## config.mk

```make
export PLATFORM = sky130hd
export DESIGN_NAME = level_trigger_hold_release
export DESIGN_NICKNAME = d
export VERILOG_FILES = /design/src/sv/lth_pkg.sv /design/src/sv/lth_cfg_regs.sv /design/src/sv/lth_trigger_core.sv /design/src/sv/level_trigger_hold_release.sv
export SDC_FILE = /design/constraint.sdc
export NUM_CORES = 1
export LEC_CHECK = 0
export ABC_CLOCK_PERIOD_IN_PS = 20600
export BUFFER_PORTS_ARGS = -buffer_cell sky130_fd_sc_hd__buf_2
export CORE_MARGIN = 2
export CORE_UTILIZATION = 70
export CTS_BUF_LIST = sky130_fd_sc_hd__clkbuf_2 sky130_fd_sc_hd__clkbuf_4 sky130_fd_sc_hd__clkbuf_8
export CTS_CLUSTER_DIAMETER = 50
export DETAILED_ROUTE_END_ITERATION = 8
export GPL_TIMING_DRIVEN = 0
export PLACE_DENSITY = 0.95
export SLEW_MARGIN = 20
export SYNTH_ARGS = -nofsm -noshare
export SYNTH_HDL_FRONTEND = slang
export SYNTH_HIERARCHICAL = 1
export SYNTH_SLANG_ARGS = --single-unit
```

## constraint.sdc

```tcl
create_clock -name clk_i -period 20.6 [get_ports clk_i]
set_input_delay 2.06 -clock clk_i [delete_from_list [all_inputs] [get_ports clk_i]]
set_output_delay 2.06 -clock clk_i [all_outputs]
set_load 0.02 [all_outputs]
```

## src/sv/lth_pkg.sv

```systemverilog
package lth_pkg;

  // Configuration register indexes, in the order of the register list.
  typedef enum logic [2:0] {
    REG_ALPHA     = 3'd0,
    REG_THRESHOLD = 3'd1,
    REG_HYST      = 3'd2,
    REG_DEBOUNCE  = 3'd3,
    REG_HOLD      = 3'd4,
    REG_RELEASE   = 3'd5
  } cfg_reg_e;

  // Item kinds carried on the input tuser bit.
  localparam logic CMD_SAMPLE = 1'b0;
  localparam logic CMD_TICK   = 1'b1;

  // Field widths.
  localparam int unsigned AlphaW = 9;
  localparam int unsigned LevelW = 16;
  localparam int unsigned MsW    = 16;
  localparam int unsigned TimeW  = 32;
  localparam int unsigned IdxW   = 3;
  localparam int unsigned CfgW   = 16;

  // Alpha limits, Q1.8.
  localparam logic [AlphaW-1:0] AlphaMin = 9'd3;
  localparam logic [AlphaW-1:0] AlphaMax = 9'd256;

  // Reset values of the configuration registers.
  localparam logic [AlphaW-1:0] AlphaReset     = 9'd256;
  localparam logic [LevelW-1:0] ThresholdReset = 16'd32768;

  // Register file contents seen by the trigger core.
  typedef struct packed {
    logic [AlphaW-1:0] alpha;
    logic [LevelW-1:0] threshold;
    logic [LevelW-1:0] hyst;
    logic [MsW-1:0]    debounce_ms;
    logic [MsW-1:0]    hold_ms;
    logic [MsW-1:0]    release_ms;
  } cfg_t;

  // One result item.
  typedef struct packed {
    logic              active;
    logic              turned_on;
    logic              turned_off;
    logic [LevelW-1:0] smoothed_level;
  } res_t;

endpackage

```

## src/sv/lth_cfg_regs.sv

```systemverilog
module lth_cfg_regs (
  input  logic                           clk_i,
  input  logic                           rst_ni,
  input  logic                           cfg_valid_i,
  output logic                           cfg_ready_o,
  input  logic [lth_pkg::IdxW-1:0]       cfg_index_i,
  input  logic [lth_pkg::CfgW-1:0]       cfg_data_i,
  output lth_pkg::cfg_t                  cfg_o
);

  lth_pkg::cfg_t cfg_q;

  // Writes are taken in any cycle; unknown indexes are dropped.
  assign cfg_ready_o = 1'b1;
  assign cfg_o       = cfg_q;

  always_ff @(posedge clk_i or negedge rst_ni) begin
    if (!rst_ni) begin
      cfg_q.alpha       <= lth_pkg::AlphaReset;
      cfg_q.threshold   <= lth_pkg::ThresholdReset;
      cfg_q.hyst        <= '0;
      cfg_q.debounce_ms <= '0;
      cfg_q.hold_ms     <= '0;
      cfg_q.release_ms  <= '0;
    end else if (cfg_valid_i) begin
      case (lth_pkg::cfg_reg_e'(cfg_index_i))
        lth_pkg::REG_ALPHA:     cfg_q.alpha       <= cfg_data_i[lth_pkg::AlphaW-1:0];
        lth_pkg::REG_THRESHOLD: cfg_q.threshold   <= cfg_data_i;
        lth_pkg::REG_HYST:      cfg_q.hyst        <= cfg_data_i;
        lth_pkg::REG_DEBOUNCE:  cfg_q.debounce_ms <= cfg_data_i;
        lth_pkg::REG_HOLD:      cfg_q.hold_ms     <= cfg_data_i;
        lth_pkg::REG_RELEASE:   cfg_q.release_ms  <= cfg_data_i;
        default: ;
      endcase
    end
  end

endmodule

```

## src/sv/lth_trigger_core.sv

```systemverilog
module lth_trigger_core (
  input  logic                         clk_i,
  input  logic                         rst_ni,
  input  logic                         en_i,
  input  logic                         command_i,
  input  logic [lth_pkg::LevelW-1:0]   level_i,
  input  lth_pkg::cfg_t                cfg_i,
  output lth_pkg::res_t                res_o
);

  localparam int unsigned LW = lth_pkg::LevelW;
  localparam int unsigned TW = lth_pkg::TimeW;

  logic [LW-1:0] avg_q, avg_d;
  logic          trig_q, trig_d;
  logic          qual_q, qual_d;
  logic          db_act_q, db_act_d;
  logic          hold_q, hold_d;
  logic          rel_q, rel_d;
  logic [TW-1:0] now_q, now_d;
  logic [TW-1:0] db_start_q, db_start_d;
  logic [TW-1:0] hold_start_q, hold_start_d;
  logic [TW-1:0] rel_start_q, rel_start_d;

  logic [lth_pkg::AlphaW-1:0] alpha;
  logic signed [LW:0]         diff;
  logic signed [LW+10:0]      prod;
  logic signed [LW+11:0]      ema_sum;
  logic [LW-1:0]              ema_avg;

  logic [TW-1:0] tick_now;
  logic [LW-1:0] eff_thr;
  logic          above;
  logic [TW-1:0] db_elapsed;
  logic [TW-1:0] hold_elapsed;
  logic [TW-1:0] rel_elapsed;

  // Moving average as avg + a*(level - avg), so one multiplier does it.
  always_comb begin
    alpha = cfg_i.alpha;
    if (alpha < lth_pkg::AlphaMin) begin
      alpha = lth_pkg::AlphaMin;
    end else if (alpha > lth_pkg::AlphaMax) begin
      alpha = lth_pkg::AlphaMax;
    end
    diff    = $signed({1'b0, level_i}) - $signed({1'b0, avg_q});
    prod    = $signed({1'b0, alpha}) * diff;
    ema_sum = $signed({4'b0, avg_q, 8'b0}) + (LW+12)'(prod) + (LW+12)'(128);
    ema_avg = ema_sum[LW+7:8];
  end

  // A sample updates the average; a tick runs threshold compare, debounce, hold and release.
  always_comb begin
    avg_d        = avg_q;
    trig_d       = trig_q;
    qual_d       = qual_q;
    db_act_d     = db_act_q;
    hold_d       = hold_q;
    rel_d        = rel_q;
    now_d        = now_q;
    db_start_d   = db_start_q;
    hold_start_d = hold_start_q;
    rel_start_d  = rel_start_q;

    tick_now = now_q + TW'(1);
    if (trig_q) begin
      eff_thr = (cfg_i.threshold > cfg_i.hyst) ? cfg_i.threshold - cfg_i.hyst : '0;
    end else begin
      eff_thr = cfg_i.threshold;
    end
    above        = avg_q >= eff_thr;
    db_elapsed   = db_act_q ? tick_now - db_start_q : '0;
    hold_elapsed = tick_now - hold_start_q;
    rel_elapsed  = tick_now - rel_start_q;

    if (command_i == lth_pkg::CMD_SAMPLE) begin
      avg_d = ema_avg;
    end else begin
      now_d = tick_now;

      // Debounce: a changed compare must persist before it qualifies.
      if (above != qual_q) begin
        db_act_d = 1'b1;
        if (!db_act_q) begin
          db_start_d = tick_now;
        end
        if (db_elapsed >= TW'(cfg_i.debounce_ms)) begin
          qual_d   = above;
          db_act_d = 1'b0;
        end
      end else begin
        db_act_d = 1'b0;
      end

      // Trigger with hold then release delay.
      if (!trig_q) begin
        if (qual_d) begin
          trig_d       = 1'b1;
          hold_d       = 1'b1;
          hold_start_d = tick_now;
          rel_d        = 1'b0;
        end
      end else if (!qual_d) begin
        if (hold_q) begin
          if (hold_elapsed >= TW'(cfg_i.hold_ms)) begin
            hold_d      = 1'b0;
            rel_d       = 1'b1;
            rel_start_d = tick_now;
          end
        end else if (rel_q) begin
          if (rel_elapsed >= TW'(cfg_i.release_ms)) begin
            trig_d = 1'b0;
            rel_d  = 1'b0;
          end
        end
      end else begin
        hold_d       = 1'b1;
        hold_start_d = tick_now;
        rel_d        = 1'b0;
      end
    end
  end

  assign res_o.active         = trig_d;
  assign res_o.turned_on      = trig_d & ~trig_q;
  assign res_o.turned_off     = ~trig_d & trig_q;
  assign res_o.smoothed_level = avg_d;

  always_ff @(posedge clk_i or negedge rst_ni) begin
    if (!rst_ni) begin
      avg_q        <= '0;
      trig_q       <= 1'b0;
      qual_q       <= 1'b0;
      db_act_q     <= 1'b0;
      hold_q       <= 1'b0;
      rel_q        <= 1'b0;
      now_q        <= '0;
      db_start_q   <= '0;
      hold_start_q <= '0;
      rel_start_q  <= '0;
    end else if (en_i) begin
      avg_q        <= avg_d;
      trig_q       <= trig_d;
      qual_q       <= qual_d;
      db_act_q     <= db_act_d;
      hold_q       <= hold_d;
      rel_q        <= rel_d;
      now_q        <= now_d;
      db_start_q   <= db_start_d;
      hold_start_q <= hold_start_d;
      rel_start_q  <= rel_start_d;
    end
  end

endmodule

```

## src/sv/level_trigger_hold_release.sv

```systemverilog
// Channel     Direction  Handshake                       Payload
// s_axis      in         s_axis_tvalid / s_axis_tready   tdata level, tuser command
// m_axis      out        m_axis_tvalid / m_axis_tready   tdata active, edges, average
// cfg         in         cfg_valid_i / cfg_ready_o       cfg_index_i, cfg_data_i
//
// One request per cycle is sustained while the output is not stalled: a request is
// registered in the input register, and the trigger core computes its result into
// the output register, from which the result is offered.
// Reset clears the trigger state, timers and average, and loads register defaults.
// When the output stalls, the input register holds one more request, then
// s_axis_tready drops. The config port is always ready.
module level_trigger_hold_release (
  input  logic                           clk_i,
  input  logic                           rst_ni,
  input  logic                           s_axis_tvalid,
  output logic                           s_axis_tready,
  input  logic [15:0]                    s_axis_tdata,   // [15:0] level
  input  logic [0:0]                     s_axis_tuser,   // [0] command
  output logic                           m_axis_tvalid,
  input  logic                           m_axis_tready,
  // [0] active, [1] turned_on, [2] turned_off, [18:3] smoothed_level, [23:19] zero
  output logic [23:0]                    m_axis_tdata,
  input  logic                           cfg_valid_i,
  output logic                           cfg_ready_o,
  input  logic [lth_pkg::IdxW-1:0]       cfg_index_i,
  input  logic [lth_pkg::CfgW-1:0]       cfg_data_i
);

  logic                        in_valid_q;
  logic                        in_cmd_q;
  logic [lth_pkg::LevelW-1:0]  in_level_q;
  logic                        out_valid_q;
  lth_pkg::res_t               out_res_q;
  lth_pkg::res_t               res;
  lth_pkg::cfg_t               cfg;
  logic                        advance;

  // A request moves to the output when that register is free or being drained.
  assign advance       = in_valid_q & (~out_valid_q | m_axis_tready);
  assign s_axis_tready = ~in_valid_q | advance;

  lth_cfg_regs u_cfg (
    .clk_i       (clk_i),
    .rst_ni      (rst_ni),
    .cfg_valid_i (cfg_valid_i),
    .cfg_ready_o (cfg_ready_o),
    .cfg_index_i (cfg_index_i),
    .cfg_data_i  (cfg_data_i),
    .cfg_o       (cfg)
  );

  lth_trigger_core u_core (
    .clk_i     (clk_i),
    .rst_ni    (rst_ni),
    .en_i      (advance),
    .command_i (in_cmd_q),
    .level_i   (in_level_q),
    .cfg_i     (cfg),
    .res_o     (res)
  );

  // Input register.
  always_ff @(posedge clk_i or negedge rst_ni) begin
    if (!rst_ni) begin
      in_valid_q <= 1'b0;
    end else if (s_axis_tready) begin
      in_valid_q <= s_axis_tvalid;
    end
  end

  always_ff @(posedge clk_i) begin
    if (s_axis_tvalid && s_axis_tready) begin
      in_cmd_q   <= s_axis_tuser[0];
      in_level_q <= s_axis_tdata;
    end
  end

  // Output register.
  always_ff @(posedge clk_i or negedge rst_ni) begin
    if (!rst_ni) begin
      out_valid_q <= 1'b0;
    end else if (advance) begin
      out_valid_q <= 1'b1;
    end else if (m_axis_tready) begin
      out_valid_q <= 1'b0;
    end
  end

  always_ff @(posedge clk_i) begin
    if (advance) begin
      out_res_q <= res;
    end
  end

  assign m_axis_tvalid = out_valid_q;
  assign m_axis_tdata  = {5'b0, out_res_q.smoothed_level, out_res_q.turned_off,
                          out_res_q.turned_on, out_res_q.active};

endmodule

```

==> out/metrics.csv, run 1 <==
metric,value,unit
status,"finished, final reports clean",
Final Skew,43.20,ps
Buf/Inv on CP,4,
worst setup path startpoint,u_core/avg_q[2],
crit path launch type,flop,
Max Transition Viols Final,0,
drt wl/cell,21.75,um
yosys warns,6,
post-synthesis instance area,0.02506,mm^2
Starting Density,0.7081,
R2R depth,30,
I/O pin total,68,
clock buffer depth,3,
syn_area_per_cell,9.355,um^2
"Area growth, synth to finish",8.522,%
global-route wire length before repair,114900,um
# port buffers,60,
Synth async-reset ratio,0.8696,
worst setup path endpoint,m_axis_tdata[18],
layout cells sized above 1,0.1251,
WP data arrival,9760,ps
worst r2r src,u_core/avg_q[2],
min-delay src,u_core/rel_start_q[26],
CTS tree,built,
final setup TNS,0,ps
DR iter-0 viols,2153,
drt first pass iters,7,
clock root cell,clkbuf_8,
drt total wl,71730,um
Synth Flop Type,dfrtp_1,
max_cap viols,0,
fin nets,3217,
"Reg clk slew, reported paths",60,ps
"Worst Path Class, Setup",flop to flop,
Post-synth EDFFs,36,
TritonCTS buffer count,50,
GRT Util Overall,0.3870,
Final HPWL DP,52610,um
cts hold-fix bufs,0,
CP max-delay cell,a2111oi_0,
Slew headroom,0.2988,
Critical Path RT,20980,ps
Fin. Hold Viols,0,
Final Util,0.7684,
Vias/cell,6.436,
Crit. End Element,flop,
DRT antenna net count,0,
n_diodes,0,
Tmin final,9385,ps
"Seq/Total Area, Yosys",0.2829,
initial antenna violation count,2,
CP dominant cell by count,fa_1,
Die Y,193.2,um
worst slew pin tran,1042,ps
die area,0.03733,mm^2
Cells after Synth,2679,
grt ovf,0,
CTS sink cnt,276,
DRC Markers,0,
clk_lat worst skew,680,ps
vias post-DR,21230,
Final setup viols,0,
die width,193.2,um
depth of the CTS H-tree,2,
RSZ-0062 raised after global routing,no,
CP Depth,30,
Post-CTS Resized,0,
R2R setup slack,11220,ps
Tcrit/Tclk final,0.4556,
number of global-route vias before repair,22430,
CP max stage delay,770,ps
Crit path max-delay family,compound AO/OA/AOI/OAI gates,
Rows,69,
largest net degree at the start of global routing,99,
CP max FO,5,
Hold Crit Class,flop to flop,
GPL Wtd Cong,0.9571,
worst reg2reg endpoint,m_axis_tdata[18],
core area,0.03540,mm^2
"Setup Fix Bufs, Post-CTS",0,
"Distinct cells, synth",98,
post-synthesis register bit count,276,
achievable frequency,106.6,MHz
-- synth_stat cells, types with 44 or more instances --
library cell	instances	area share
ha_1	242	0.12
xor2_1	74	0.026
fa_1	137	0.11
mux2_2	94	0.042
mux2_4	50	0.030
o21ai_0	145	0.029
nor2b_1	58	0.014
inv_1	368	0.055
a21oi_1	137	0.027
nor2_1	188	0.028
xnor2_1	100	0.035
dfrtp_1	238	0.24
clkbuf_1	44	0.0066
nor3_1	46	0.0092
nand2_1	217	0.032
-- sequential cells by signal, indices dropped and copies added, names as in the netlist, 16 cells and up --
signal,count
u_core/db_start_q,32
u_core/hold_start_q,32
u_core/rel_start_q,32
u_cfg/cfg_o,89
u_core/avg_q,16
u_core/now_q,32
in_level_q,16
m_axis_tdata,19
-- metal layers --
metal  global-route usage  part of all wire  vias up
li1                     -                 -     9337
met1               0.4231              0.35    10200
met5                    0                 0        -
met4               0.2694             0.080        0
met2               0.6687              0.49     1234
met3              0.08734             0.077      453
-- cell usage in the layout, fill, tap and decap left out, drive strengths merged, types with 21 or more instances in the layout --
cell	instances
nand4	22
buf	90
a21oi	137
fa	137
nor2b	58
inv	371
nand3	34
clkbuf	122
edfxtp	36
ha	242
a211oi	21
mux2	150
o21a	30
o21ai	148
a21o	43
and2	41
nor3	49
nand2b	43
nand2	218
xnor2	101
xor2	74
nor2	188
dfrtp	238
-- stage by stage --
stage | setup WS (ps) | hold WS (ps) | std cells | cell area [um^2]
final | 11220 | 486.0 | 3298 | 27200
after global routing | 10710 | 505.7 | 3298 | 27200
after CTS | 11450 | 489.3 | 3298 | 27200
after detailed placement | 11480 | 476.0 | 3206 | 26030
after global placement | 11760 | 466.9 | 3204 | 25950
after floorplan | 12910 | 458.1 | 2683 | 25080
-- worst min path at each step --
stage | cells after the start | endpoint | slack [ps]
global route | 1 | u_core/rel_start_q[24] | 510
CTS | 1 | u_core/rel_start_q[21] | 490
global placement | 1 | u_core/rel_start_q[23] | 470
floorplan | 1 | u_core/rel_start_q[21] | 460
detailed placement | 1 | u_core/rel_start_q[21] | 480
finish | 1 | u_core/rel_start_q[26] | 490
-- logic make-up after synthesis --
group,Yosys count,share of synthesized area
xor+xnor,175,0.06145
compound gates,512,0.1292
other cells,2,0.0002996
fa+ha+maj,379,0.2302
buf+inv,442,0.07084
simple gates,731,0.1455
flops,276,0.2829
mux,162,0.07968
-- final cells by class --
| cell class | count | area, um^2 |
|---|---|---|
| plain buffers | 74 | 394.1 |
| clock buffers | 76 | 964.7 |
| clock inverters | 16 | 207.7 |
| fillers | 2226 | 8198 |
| inverters | 368 | 1381 |
| multi-input cells | 1965 | 16220 |
| flip-flops and latches | 276 | 7089 |
| well taps | 461 | 576.8 |
| repair buffers | 62 | 365.4 |
Power of run 1 is left out: the tool's default activity adds up to more than one toggle a clock period on the data nets, which glitch-free logic cannot reach.
==> inputs of run 2 (changes only) <==
- ABC_CLOCK_PERIOD_IN_PS: 20600 -> 7700
- CORE_UTILIZATION: 70 -> 60
- PLACE_DENSITY: 0.95 -> 0.91
- clock period: 20.6 -> 7.7 ns (I/O delays scaled with it)
==> out/metrics.csv, run 2 (synthesis results as in run 1) <==
metric,value,unit,change
initial antenna violation count,2,,unchanged
worst slew pin tran,976.3,ps,was 1042 ps
DR iter-0 viols,1753,,was 2153
worst setup path startpoint,in_level_q[1],,was u_core/avg_q[2]
Max Transition Viols Final,0,,unchanged
# port buffers,60,,unchanged
largest net degree at the start of global routing,105,,was 99
"Reg clk slew, reported paths",70,ps,was 60 ps
CTS tree,built,,unchanged
PnR worst setup slack,-279.8,ps,was 11220 ps
Final HPWL DP,50720,um,was 52610 um
drt wl/cell,20.32,um,was 21.75 um
final instance area,0.02826,mm^2,was 0.02720 mm^2
"commonest non-fill, non-tap cell in the layout",inv_1,,unchanged
Final setup viols,12,,was 0
I/O pin total,68,,unchanged
most frequent cells in the layout,"357 x inv_1, 233 x dfrtp_1, 230 x ha_1, 211 x nand2_1, 185 x nor2_1",,"was 368 x inv_1, 242 x ha_1, 238 x dfrtp_1, 217 x nand2_1, 188 x nor2_1"
Finished Layout Cells,3408,,was 3298
TritonCTS buffer count,48,,was 50
die width,208.4,um,was 193.2 um
max_cap viols,0,,unchanged
crit path launch type,flop,,unchanged
clock buffer depth,3,,unchanged
fin nets,3257,,was 3217
layout cells sized above 1,0.1697,,was 0.1251
worst r2r src,in_level_q[1],,was u_core/avg_q[2]
number of global-route vias before repair,21330,,was 22.43k
DRT antenna net count,0,,unchanged
violated checks,negative setup slack,,
drt total wl,69250,um,was 71730 um
drt first pass iters,7,,unchanged
Fin. Hold Viols,0,,unchanged
clk_lat worst skew,660,ps,was 680 ps
CP max FO,4,,was 5
Tmin final,7980,ps,was 9385 ps
GPL Wtd Cong,0.9857,,was 0.9571
core area,0.04102,mm^2,was 0.03540 mm^2
Tcrit/Tclk final,1.036,,was 0.4556
Crit path max-delay family,adder cells,,was compound AO/OA/AOI/OAI gates
achievable frequency,125.3,MHz,was 106.6 MHz
Slew headroom,0.3491,,was 0.2988
WP data arrival,8310,ps,was 9760 ps
Vias/cell,6.107,,was 6.436
Crit. End Element,flop,,unchanged
dpl cells,3277,,was 3206
status,finished with violations,,"was finished, final reports clean"
Buf/Inv on CP,7,,was 4
Rows,74,,was 69
"Area growth, synth to finish",12.74,%,was 8.522%
CP max-delay cell,fa_1,,was a2111oi_0
depth of the CTS H-tree,2,,unchanged
clock root cell,clkbuf_8,,unchanged
vias post-DR,20810,,was 21.23k
global-route wire length before repair,108400,um,was 114900 um
number of flip-flops in the largest register,89,,unchanged
die area,0.04342,mm^2,was 0.03733 mm^2
DRC Markers,0,,unchanged
Area after DPL,0.02612,mm^2,was 0.02603 mm^2
Critical Path RT,8030,ps,was 20980 ps
CTS sink cnt,276,,unchanged
grt ovf,0,,unchanged
CP max stage delay,530,ps,was 770 ps
n_diodes,0,,unchanged
Die Y,208.4,um,was 193.2 um
RSZ-0062 raised after global routing,yes,,was no
GRT Util Overall,0.3118,,was 0.3870
Starting Density,0.6110,,was 0.7081
Hold Crit Class,input port to asynchronous set/reset pin,,was flop to flop
Final Skew,66.14,ps,was 43.20 ps
"Worst Path Class, Setup",flop to flop,,unchanged
==> run 2: cell types whose count changed in the layout (fill, tap and decap cells not counted), sizes merged <==
cell / before / now
buf: 90 / 134
clkbuf: 122 / 116
inv: 371 / 370
clkinv: 7 / 9
==> run 2: timing repair <==
action / 4_1_cts / 5_1_grt
buffers inserted: 23 / 23
setup endpoints to repair: 50 / 86
pin swaps: 37 / 37
gates resized for setup: 63 / 81
hold buffers: 0 / 0
==> run 2: worst paths after layout <==
kind | end | slack (ps) | depth (start not counted)
worst max-delay path | m_axis_tdata[17] | -280 | 32
worst min-delay path | u_core/db_start_q[17] | 70 | 1
worst max register to register | m_axis_tdata[17] | -280 | 32
worst min register to register | u_core/rel_start_q[25] | 490 | 1
max in group asynchronous | u_cfg/cfg_o[88] | 6760 | 2
min in group clk_i | in_level_q[3] | 280 | 1
==> run 2: cell type report <==
type	count	area [um^2]
clock inverters	17	206.4
inverters	368	1381
fillers	2893	12760
flip-flops and latches	276	7096
clock buffers	72	922.1
well taps	532	665.6
plain buffers	72	390.4
repair buffers	106	714.4
multi-input cells	1965	16880
==> run 2: routing by layer <==
metal,wire (um),global-route usage
met1,25520,0.3624
met2,34400,0.5479
met3,4977,0.04800
met4,4354,0.1804
met5,0,0
==> run 2: metrics by stage <==
step / hold slack, ps / setup TNS, ps / setup WS, ps / utilization
finish: 66.70 / -1595 / -279.8 / 0.6889
global route: 105.3 / -4568 / -475.6 / 0.6889
CTS: 56.01 / -205.7 / -111.0 / 0.6769
detailed placement: 476.0 / -16020 / -1431 / 0.6367
global placement: 467.5 / -9021 / -1190 / 0.6350
floorplan: 458.1 / 0 / 10.32 / -
Power of run 2 is left out for the same reason.
==> inputs of run 3 (changes only) <==
- GPL_TIMING_DRIVEN: 0 -> 1
==> out/metrics.csv, run 3 (synthesis results as in run 1) <==
metric,value,unit,change
Tcrit/Tclk final,1.020,,was 1.036
Max Transition Viols Final,0,,unchanged
DRT antenna net count,0,,unchanged
clock buffer depth,3,,unchanged
depth of the CTS H-tree,2,,unchanged
initial antenna violation count,2,,unchanged
Critical Path RT,8080,ps,was 8030 ps
Die Y,208.4,um,unchanged
Finished Layout Cells,3408,,unchanged
violated checks,negative setup slack,,unchanged
RSZ-0062 raised after global routing,yes,,unchanged
Final setup viols,4,,was 12
Fin. Hold Viols,0,,unchanged
final setup TNS,-424.5,ps,was -1595 ps
CTS tree,built,,unchanged
number of global-route vias before repair,21430,,was 21.33k
Final HPWL DP,49050,um,was 50720 um
dpl cells,3293,,was 3277
Tmin final,7858,ps,was 7980 ps
CTS sink cnt,276,,unchanged
"Worst Path Class, Setup",flop to flop,,unchanged
"commonest non-fill, non-tap cell in the layout",inv_1,,unchanged
Final Skew,48.98,ps,was 66.14 ps
Rows,74,,unchanged
final instance area,0.02825,mm^2,was 0.02826 mm^2
worst slew pin tran,1167,ps,was 976.3 ps
GPL Wtd Cong,1.017,,was 0.9857
global-route wire length before repair,106100,um,was 108400 um
# port buffers,61,,was 60
Fillers,2999,,was 2893
PnR worst setup slack,-157.7,ps,was -279.8 ps
R2R depth,31,,was 32
layout cells sized above 1,0.1747,,was 0.1697
core area,0.04102,mm^2,unchanged
largest net degree at the start of global routing,171,,was 105
CP max FO,3,,was 4
DR iter-0 viols,1634,,was 1753
TritonCTS buffer count,50,,was 48
Crit. End Element,flop,,unchanged
"Area growth, synth to finish",12.72,%,was 12.74%
vias post-DR,20530,,was 20.81k
CP max-delay cell,fa_1,,unchanged
most frequent cells in the layout,"359 x inv_1, 238 x dfrtp_1, 232 x ha_1, 214 x nand2_1, 187 x nor2_1",,"was 357 x inv_1, 233 x dfrtp_1, 230 x ha_1, 211 x nand2_1, 185 x nor2_1"
Place WS,-330.6,ps,was -1431 ps
Crit path max-delay family,adder cells,,unchanged
cts hold-fix bufs,0,,unchanged
Starting Density,0.6110,,unchanged
CP dominant cell by count,fa_1,,
crit path launch type,flop,,unchanged
Area after DPL,0.02638,mm^2,was 0.02612 mm^2
Slew headroom,0.2222,,was 0.3491
R2R setup slack,-160,ps,was -280 ps
drt first pass iters,5,,was 7
I/O pin total,68,,unchanged
die area,0.04342,mm^2,unchanged
Buf/Inv on CP,6,,was 7
number of flip-flops in the largest register,89,,unchanged
max_cap viols,0,,unchanged
Vias/cell,6.025,,was 6.107
DRC Markers,0,,unchanged
fin nets,3259,,was 3257
die width,208.4,um,unchanged
drt wl/cell,19.41,um,was 20.32 um
clk_lat worst skew,680,ps,was 660 ps
Hold Crit Class,input port to asynchronous set/reset pin,,unchanged
CP max stage delay,550,ps,was 530 ps
worst reg2reg endpoint,m_axis_tdata[18],,was m_axis_tdata[17]
achievable frequency,127.3,MHz,was 125.3 MHz
GRT Util Overall,0.3040,,was 0.3118
"Reg clk slew, reported paths",60,ps,was 70 ps
WP data arrival,8230,ps,was 8310 ps
grt ovf,0,,unchanged
worst r2r src,in_level_q[0],,was in_level_q[1]
status,finished with violations,,unchanged
drt total wl,66140,um,was 69250 um
clock root cell,clkbuf_8,,unchanged
run 3: cell types whose count changed in the layout (fill, tap and decap cells not counted), sizes merged:
| cell | change |
|---|---|
| clkinv | -4 |
| bufinv | +5 |
| diode | +2 |
| inv | +1 |
| buf | +44 |
| clkbuf | -48 |
run 3: layout make-up:
cell class	count	area [um^2]	share of cell area
antenna	2	5.005	0.0001772
inverter	368	1384	0.04898
clock inverter	19	351.6	0.01245
timing repair buffer	178	1234	0.04367
clock buffer	68	873.3	0.03091
multi-input combinational	1965	16650	0.5893
tap	532	665.6	0.02356
sequential	276	7089	0.2509
run 3: repair_timing:
item | in CTS | in global routing
buffers inserted | 13 | 14
pin swaps | 28 | 77
endpoints found under the setup margin | 6 | 13
gates resized for setup | 31 | 59
run 3: worst max-delay path by stage:
| stage | startpoint | endpoint | slack [ps] | cells after the start |
|---|---|---|---|---|
| global route | in_level_q[0] | m_axis_tdata[18] | -410 | 31 |
| finish | in_level_q[0] | m_axis_tdata[18] | -160 | 31 |
| floorplan | u_core/avg_q[2] | m_axis_tdata[18] | 10 | 30 |
| detailed placement | in_level_q[0] | m_axis_tdata[17] | -330 | 34 |
| CTS | in_level_q[0] | m_axis_tdata[17] | 0.2 | 34 |
| global placement | in_level_q[0] | m_axis_tdata[17] | -200 | 34 |
run 3: through the flow:
step                      hold slack, ps    util
after floorplan                    458.1       -
after CTS                          57.53  0.6788
after global routing               93.42  0.6888
after global placement             466.9  0.6431
final                              66.50  0.6888
after detailed placement           480.9  0.6431
run 3: metal layers:
metal	GRT usage	up-vias	part of all wire
met4	0.1536	0	0.054
met5	0	-	0
met1	0.3465	10070	0.38
met3	0.05132	256	0.060
met2	0.5492	804	0.51
li1	-	9399	-
Power of run 3 is left out for the same reason.
